[src/design/oer_pkg.sv]
// Shared types and constants of the owned edge reachability block.
// Holds the command codes, the sizes of the edge table and node set, and the
// control and status words that pass between oer_ctrl and oer_dpath.
package oer_pkg;

	localparam int NODE_CNT = 64;
	localparam int NODE_W   = 6;
	localparam int EDGE_CNT = 128;
	localparam int SLOT_W   = 7;
	localparam int TOTAL_W  = 8;
	localparam int PLAYER_W = 2;
	localparam int OWNER_W  = 3;
	localparam int ENDS_W   = 2 * NODE_W;

	localparam logic [OWNER_W-1:0] OWNER_FREE = '0;

	typedef enum logic [1:0] {
		CMD_CLEAR = 2'd0,
		CMD_ADD   = 2'd1,
		CMD_CLAIM = 2'd2,
		CMD_QUERY = 2'd3
	} cmd_t;

	// controller to datapath
	typedef struct packed {
		logic latch;     // capture the operand word
		logic apply;     // execute a non-sweeping command, load the result
		logic q_init;    // seed the visited set, rewind the sweep
		logic rd_en;     // read the edge at the sweep index, advance it
		logic pass_clr;  // rewind the sweep for another pass
		logic finish;    // load the query answer
	} ctl_t;

	// datapath to controller
	typedef struct packed {
		logic is_query;  // latched command is a query
		logic trivial;   // query needs no sweep
		logic idx_last;  // sweep index sits on the last edge
		logic grow_now;  // edge under test adds a node this cycle
		logic grew;      // the current pass has added a node
	} stat_t;

endpackage

[src/design/oer_ctrl.sv]
// Sequencer of the owned edge reachability block.
// Depends on oer_pkg; drives oer_dpath through ctl_t and reads stat_t.
module oer_ctrl (
	input  logic          clk,
	input  logic          arst_n,
	input  logic          start,
	input  oer_pkg::stat_t st,
	output oer_pkg::ctl_t  ctl,
	output logic          busy,
	output logic          done
);
	import oer_pkg::*;

	typedef enum logic [2:0] {
		S_IDLE,
		S_EXEC,
		S_SWEEP,
		S_LAST,
		S_DONE
	} state_t;

	state_t state_q, state_d;
	logic   done_q, done_d;

	always_comb begin
		ctl     = '0;
		state_d = state_q;
		done_d  = 1'b0;
		unique case (state_q)
			S_IDLE: begin
				ctl.latch = start;
				if (start) begin
					state_d = S_EXEC;
				end
			end
			S_EXEC: begin
				if (!st.is_query || st.trivial) begin
					ctl.apply = 1'b1;
					done_d    = 1'b1;
					state_d   = S_IDLE;
				end else begin
					ctl.q_init = 1'b1;
					state_d    = S_SWEEP;
				end
			end
			S_SWEEP: begin
				ctl.rd_en = 1'b1;
				if (st.idx_last) begin
					state_d = S_LAST;
				end
			end
			S_LAST: begin
				// last edge of the pass is tested now: go again while the set grows
				if (st.grew || st.grow_now) begin
					ctl.pass_clr = 1'b1;
					state_d      = S_SWEEP;
				end else begin
					state_d = S_DONE;
				end
			end
			S_DONE: begin
				ctl.finish = 1'b1;
				done_d     = 1'b1;
				state_d    = S_IDLE;
			end
			default: begin
				state_d = S_IDLE;
			end
		endcase
	end

	always_ff @(posedge clk or negedge arst_n) begin
		if (!arst_n) begin
			state_q <= S_IDLE;
			done_q  <= 1'b0;
		end else begin
			state_q <= state_d;
			done_q  <= done_d;
		end
	end

	assign busy = (state_q != S_IDLE);
	assign done = done_q;

endmodule

[src/design/oer_dpath.sv]
// Datapath of the owned edge reachability block: edge table memories,
// edge count, sweep index, visited set and result registers.
// Depends on oer_pkg; commanded by oer_ctrl through ctl_t.
module oer_dpath (
	input  logic                          clk,
	input  logic                          arst_n,
	input  oer_pkg::ctl_t                 ctl,
	input  logic [1:0]                    cmd,
	input  logic [oer_pkg::NODE_W-1:0]    node_from,
	input  logic [oer_pkg::NODE_W-1:0]    node_to,
	input  logic [oer_pkg::SLOT_W-1:0]    edge_slot,
	input  logic [oer_pkg::PLAYER_W-1:0]  player_id,
	output oer_pkg::stat_t                st,
	output logic                          joined,
	output logic                          status,
	output logic [oer_pkg::TOTAL_W-1:0]   edges_held
);
	import oer_pkg::*;

	// operand word
	cmd_t                cmd_q;
	logic [NODE_W-1:0]   from_q, to_q;
	logic [SLOT_W-1:0]   slot_q;
	logic [PLAYER_W-1:0] player_q;

	// edge table
	logic [ENDS_W-1:0]  ends_mem  [EDGE_CNT];
	logic [OWNER_W-1:0] owner_mem [EDGE_CNT];
	logic [TOTAL_W-1:0] total_q;

	// sweep
	logic [SLOT_W-1:0]   idx_q;
	logic                rd_v_s1;
	logic [ENDS_W-1:0]   ends_s1;
	logic [OWNER_W-1:0]  owner_s1;
	logic [NODE_CNT-1:0] mask_q;
	logic                grew_q;

	logic                joined_q, status_q;

	logic [OWNER_W-1:0]  code;
	logic                same_node, full, slot_bad;
	logic [NODE_W-1:0]   end_p, end_q;
	logic                vis_p, vis_q;

	assign code      = OWNER_W'(player_q) + OWNER_W'(1);
	assign same_node = (from_q == to_q);
	assign full      = (total_q >= TOTAL_W'(EDGE_CNT));
	assign slot_bad  = ({1'b0, slot_q} >= total_q);

	assign end_p = ends_s1[ENDS_W-1:NODE_W];
	assign end_q = ends_s1[NODE_W-1:0];
	assign vis_p = mask_q[end_p];
	assign vis_q = mask_q[end_q];

	assign st.is_query = (cmd_q == CMD_QUERY);
	assign st.trivial  = same_node || (total_q == '0);
	assign st.idx_last = ({1'b0, idx_q} == (total_q - TOTAL_W'(1)));
	assign st.grow_now = rd_v_s1 && (owner_s1 == code) && (vis_p ^ vis_q);
	assign st.grew     = grew_q;

	always_ff @(posedge clk) begin
		if (ctl.latch) begin
			cmd_q    <= cmd_t'(cmd);
			from_q   <= node_from;
			to_q     <= node_to;
			slot_q   <= edge_slot;
			player_q <= player_id;
		end
	end

	// table writes: append takes the slot at the count, claim rewrites an owner
	always_ff @(posedge clk) begin
		if (ctl.apply && cmd_q == CMD_ADD && !full) begin
			ends_mem[total_q[SLOT_W-1:0]]  <= {from_q, to_q};
			owner_mem[total_q[SLOT_W-1:0]] <= OWNER_FREE;
		end else if (ctl.apply && cmd_q == CMD_CLAIM && !slot_bad) begin
			owner_mem[slot_q] <= code;
		end
		if (ctl.rd_en) begin
			ends_s1  <= ends_mem[idx_q];
			owner_s1 <= owner_mem[idx_q];
		end
	end

	always_ff @(posedge clk) begin
		if (ctl.q_init) begin
			mask_q <= NODE_CNT'(1) << from_q;
		end else if (st.grow_now) begin
			mask_q <= mask_q | (NODE_CNT'(1) << end_p) | (NODE_CNT'(1) << end_q);
		end
	end

	always_ff @(posedge clk) begin
		if (ctl.apply) begin
			unique case (cmd_q)
				CMD_CLEAR: begin
					joined_q <= 1'b0;
					status_q <= 1'b0;
				end
				CMD_ADD: begin
					joined_q <= 1'b0;
					status_q <= full;
				end
				CMD_CLAIM: begin
					joined_q <= 1'b0;
					status_q <= slot_bad;
				end
				CMD_QUERY: begin
					joined_q <= same_node;
					status_q <= 1'b0;
				end
				default: begin
					joined_q <= 1'b0;
					status_q <= 1'b0;
				end
			endcase
		end else if (ctl.finish) begin
			joined_q <= mask_q[to_q];
			status_q <= 1'b0;
		end
	end

	always_ff @(posedge clk or negedge arst_n) begin
		if (!arst_n) begin
			total_q <= '0;
			idx_q   <= '0;
			rd_v_s1 <= 1'b0;
			grew_q  <= 1'b0;
		end else begin
			rd_v_s1 <= ctl.rd_en;
			if (ctl.apply && cmd_q == CMD_CLEAR) begin
				total_q <= '0;
			end else if (ctl.apply && cmd_q == CMD_ADD && !full) begin
				total_q <= total_q + TOTAL_W'(1);
			end
			if (ctl.q_init || ctl.pass_clr) begin
				idx_q <= '0;
			end else if (ctl.rd_en) begin
				idx_q <= idx_q + SLOT_W'(1);
			end
			if (ctl.q_init || ctl.pass_clr) begin
				grew_q <= 1'b0;
			end else if (st.grow_now) begin
				grew_q <= 1'b1;
			end
		end
	end

	assign joined     = joined_q;
	assign status     = status_q;
	assign edges_held = total_q;

endmodule

[src/design/owned_edge_reachability_core.sv]
// Top level of the owned edge reachability block.
// Depends on oer_pkg; instantiates oer_ctrl and oer_dpath.
//
// Keeps a table of up to 128 undirected edges between nodes 0..63, each free
// or owned by one of four players. Drive a command word with start; it is
// taken at a rising edge where start is high and busy is low. Exactly one
// result word follows on joined, status and edges_held, marked by done for a
// single cycle; the receiver cannot stall it, so capture it when done is high.
// Clear, add and claim need no sweep, nor does a query with equal nodes or
// an empty table. Any other query floods a visited set by sweeping the
// edge table, one edge per cycle within a pass through a single registered
// memory read port. Passes repeat until one adds no node, and there are at
// most one more passes than the number of nodes the query reaches. The edge
// table needs no clearing after reset: only entries below the edge count
// are ever read.
module owned_edge_reachability_core (
	input  logic                          clk,
	input  logic                          arst_n,
	input  logic                          start,
	input  logic [1:0]                    cmd,
	input  logic [oer_pkg::NODE_W-1:0]    node_from,
	input  logic [oer_pkg::NODE_W-1:0]    node_to,
	input  logic [oer_pkg::SLOT_W-1:0]    edge_slot,
	input  logic [oer_pkg::PLAYER_W-1:0]  player_id,
	output logic                          busy,
	output logic                          done,
	output logic                          joined,
	output logic                          status,
	output logic [oer_pkg::TOTAL_W-1:0]   edges_held
);
	import oer_pkg::*;

	ctl_t  ctl;
	stat_t st;

	// sequencer: decode, sweep passes, result strobe
	oer_ctrl u_ctrl (
		.clk    (clk),
		.arst_n (arst_n),
		.start  (start),
		.st     (st),
		.ctl    (ctl),
		.busy   (busy),
		.done   (done)
	);

	// edge table, visited set and result registers
	oer_dpath u_dpath (
		.clk        (clk),
		.arst_n     (arst_n),
		.ctl        (ctl),
		.cmd        (cmd),
		.node_from  (node_from),
		.node_to    (node_to),
		.edge_slot  (edge_slot),
		.player_id  (player_id),
		.st         (st),
		.joined     (joined),
		.status     (status),
		.edges_held (edges_held)
	);

endmodule
[config.mk]
export PLATFORM = sky130hd
export DESIGN_NAME = owned_edge_reachability_core
export DESIGN_NICKNAME = d
export VERILOG_FILES = /design/src/design/oer_pkg.sv /design/src/design/oer_ctrl.sv /design/src/design/oer_dpath.sv /design/src/design/owned_edge_reachability_core.sv
export SDC_FILE = /design/constraint.sdc
export NUM_CORES = 2
export LEC_CHECK = 0
export ABC_CLOCK_PERIOD_IN_PS = 9280
export BUFFER_PORTS_ARGS = -buffer_cell sky130_fd_sc_hd__clkbuf_2
export CAP_MARGIN = 20
export CORE_AREA = 2 2 429 431
export DETAILED_ROUTE_END_ITERATION = 10
export DIE_AREA = 0 0 431 433
export GPL_ROUTABILITY_DRIVEN = 0
export PLACE_DENSITY_LB_ADDON = 0.3
export SYNTH_ARGS = -nofsm -noshare
export SYNTH_HDL_FRONTEND = slang
export SYNTH_HIERARCHICAL = 1
export SYNTH_SLANG_ARGS = --single-unit
[constraint.sdc]
create_clock -name clk -period 9.28 [get_ports clk]
set_clock_uncertainty 0.15 [all_clocks]
set_input_delay 1.856 -clock clk [delete_from_list [all_inputs] [get_ports clk]]
set_output_delay 1.856 -clock clk [all_outputs]
set_load 0.005 [all_outputs]
==> run_results.csv <==
group,metric,value,unit
timing,rsz0062_at_grt,"no",
worst_setup_path,critPathSlowestCell,"nor2_1",
logic_synthesis,synth_cells,3948,
logic_synthesis,syn_area,0.08309,sq mm
cts,post_cts_buffers,0,
cts,path_clk_slew,0.07,ns
grt,grt_start_max_net_pins,153,
cts,clock_latency,0.85,ns
cells_and_area,nets,4119,
worst_setup_path,endpoint_kind,"flip-flop",
timing,finalSetupViolCount,0,
timing,worst_pin_slew,1.135,ns
worst_setup_path,worstPathRequired,9.59,ns
logic_synthesis,synthTopCellsByCount,"edfxtp_1 (2024), mux4_2 (643), nor2_1 (268)",
logic_synthesis,syn-num-nets,3985,
logic_synthesis,synth_edf_count,2024,
pwr,powerDensity,268.3,mW/mm^2
detailed_routing,drc,0,
detailed_routing,routed_via_density,6.387,
flow_run,drv_cap,0,
timing,whs,0.3719,ns
floorplan,rows,157,
floorplan,start_util,45.63,%
logic_synthesis,ys_ff_latch,2045,
cts,postCtsHoldBufs,0,
pwr,finalPower,25.01,mW
logic_synthesis,netlist_top_cells_area,"edfxtp_1 (73%), mux4_2 (17%), a22oi_1 (1.2%)",
hold_path,holdPathStages,1,
worst_setup_path,path_delay_family,"simple AND/OR/NAND/NOR gates",
worst_setup_path,cp_num_buf_inv,1,
cts,ctsLongestPathBuffers,3,
cts,cts_tree,"built",
cts,cts_resized,0,
worst_setup_path,crit_top_cell,"nor2_1",
timing,max-slew-margin-rel,24.05,%
detailed_routing,wirelength,213900,um
worst_setup_path,r2r_cells,10,
logic_synthesis,yosysMostFrequentCell,"edfxtp_1",
timing,maxSlewViolCount,0,
timing,fin_crit,5.938,ns
timing,min_period_over_period,63.98,%
detailed_routing,dr.pass1.iters,6,
worst_setup_path,slowest_delay,0.87,ns
hold_path,hold_path_class,"flip-flop to flip-flop",
detailed_routing,postRouteAntennaNets,0,
worst_setup_path,path_max_fanout,20,
logic_synthesis,ys_types,54,
placed_design,dp_hpwl,131800,um
logic_synthesis,yosysTopAreaCell,"edfxtp_1",
cells_and_area,layout-drive-gt1-share,28.34,%
worst_setup_path,arrival,6.25,ns
worst_setup_path,worstPathCellList,"nor2_1, nand2_1, o31ai_1, nor2b_1, nor2_1, nand4_1, nor2_1, nand3_2, buf_4, nor2_1",
pwr,vdd_drop_max,260.1,uV
timing,max_freq,0.1684,GHz
logic_synthesis,ys.flop_type,"edfxtp_1",
detailed_routing,avgRoutedWirePerCell,32.23,um
placed_design,port_buffers,37,
grt,antenna_found_initial,9,
cells_and_area,area.growth.synth_to_final,12.19,%
grt,grt.total_usage,22.91,%
worst_setup_path,r2r-end,"u_dpath/ends_mem[15][3]$_DFFE_PP_",
logic_synthesis,synthArstFlopShare,1.027,%
worst_setup_path,worst_r2r_startpoint,"u_dpath/edges_held[4]$_DFFE_PN0P_",
floorplan,die_y,433,um
floorplan,core_area,0.1821,sq mm
floorplan,die_w,431,um
status,status,"complete, no violations",
worst_setup_path,path_class,"flip-flop to flip-flop",
worst_setup_path,ff2ff_setup_slack,3.34,ns
logic_synthesis,syn_avg_cell_area,21.05,sq um
cells_and_area,post-route-util,51.19,%
timing,hold_viol_final,0,
floorplan,dieArea,0.1866,sq mm
detailed_routing,first_iter_violations,5909,
logic_synthesis,yosys_warnings,6,
hold_path,min_from,"u_dpath/grew_q$_DFFE_PN0P_",
timing,setup_tns,0,ns
hold_path,holdPathEnd,"u_ctrl/state_q[2]$_DFFE_PN0P_",
logic_synthesis,yosysTopAreaCellShare,73.15,%
grt,grt_pass1_vias,41380,
cts,ctsHtreeMaxLevel,4,
worst_setup_path,startpoint_type,"flip-flop",
logic_synthesis,ys_seq_area_share,73.78,%
grt,grt_first_pass_wirelength,307100,um
cts,cts_root_buffer,"clkbuf_16",
floorplan,pin_count,38,
cts,cts_made_buffers,196,
cts,clkSinkCount,2045,
grt,grt_overflow_total,0,
detailed_routing,vias,42390,
pwr,power.leakage,27.64,nW
-- sequential cells by signal, summed over array words and instances (netlist names), 2 cells and up --
register            flops
u_dpath/owner_mem     384
u_ctrl/state_q          3
u_dpath/slot_q          7
u_dpath/mask_q         64
u_dpath/idx_q           7
u_dpath/to_q            6
u_dpath/ends_mem     1536
u_dpath/ends_s1        12
u_dpath/edges_held      8
u_dpath/from_q          6
u_dpath/player_q        2
u_dpath/owner_s1        3
u_dpath/cmd_q           2
-- where the power goes --
| group | switching [mW] | internal [mW] |
|---|---|---|
| Sequential | 0.292 | 10.8 |
| Combinational | 3.37 | 2.49 |
| Clock | 3.46 | 4.65 |
-- how the worst max path moves through the flow --
stage / startpoint / end / cells past startpoint
floorplan: u_dpath/to_q[1]$_DFFE_PP_ / u_dpath/owner_mem[0][0]$_DFFE_PP_ / 12
global placement: u_dpath/from_q[5]$_DFFE_PP_ / u_dpath/ends_mem[18][11]$_DFFE_PP_ / 12
detailed placement: u_dpath/edges_held[4]$_DFFE_PN0P_ / u_dpath/ends_mem[26][4]$_DFFE_PP_ / 10
CTS: u_dpath/edges_held[4]$_DFFE_PN0P_ / u_dpath/ends_mem[26][5]$_DFFE_PP_ / 10
global route: u_dpath/edges_held[5]$_DFFE_PN0P_ / u_dpath/ends_mem[15][7]$_DFFE_PP_ / 10
finish: u_dpath/edges_held[4]$_DFFE_PN0P_ / u_dpath/ends_mem[15][3]$_DFFE_PP_ / 10
-- cell type report --
cell class	count	area [sq um]
fillers	14090	88880
flip-flops and latches	2045	61320
multi-input cells	1633	20720
clock buffers	222	5044
well taps	2385	2984
repair buffers	188	1564
clock inverters	143	1514
inverters	18	67.56
diodes	2	5.005
-- layout by cell type, fill, tap and decap left out, drive strengths merged, types with 11 or more instances in the layout --
cell type  instances
o22ai            127
or2               17
o2111ai           14
buf              150
xnor2             12
nand3             39
mux2              32
dfrtp             21
edfxtp          2024
or3               11
xor2              13
o32ai             19
clkinv            96
a221oi            15
nor2             268
bufinv            26
mux4             643
nand2             64
a22oi            136
clkbuf           260
nor3              16
a21oi             25
nand2b            19
nor2b             14
clkinvlp          11
inv               28
o21ai             18
ha                11
mux2i             53
-- kinds of logic after synthesis --
logic type	Yosys count	share of synthesized area (%)
AOI/OAI and AO/OA	386	3.265
xor gates and xnor gates	25	0.2635
adders and majority gates	11	0.1656
buffers and inverters	270	1.431
DFF	2045	73.78
muxes	728	18.50
and+or+nand+nor	483	2.595
-- per-stage QoR --
| step | cells | setup WS, ns | instance area, sq um |
|---|---|---|---|
| detailed placement | 6216 | 3.488 | 86190 |
| global placement | 6199 | 3.564 | 86010 |
| CTS | 6581 | 3.459 | 92740 |
| finish | 6636 | 3.342 | 93220 |
| floorplan | 3948 | 1.111 | 83090 |
| global route | 6634 | 2.999 | 93210 |
-- per-layer routing --
metal  track usage [%]  routed length (um)  vias up
li1                  -                   -    17080
met4             7.656                7030       10
met3             4.784               21110      307
met1             33.45               86640    22540
met2             34.66               99030     2443
met5                 0                  53        -
Power figures use the tool's default switching activity.
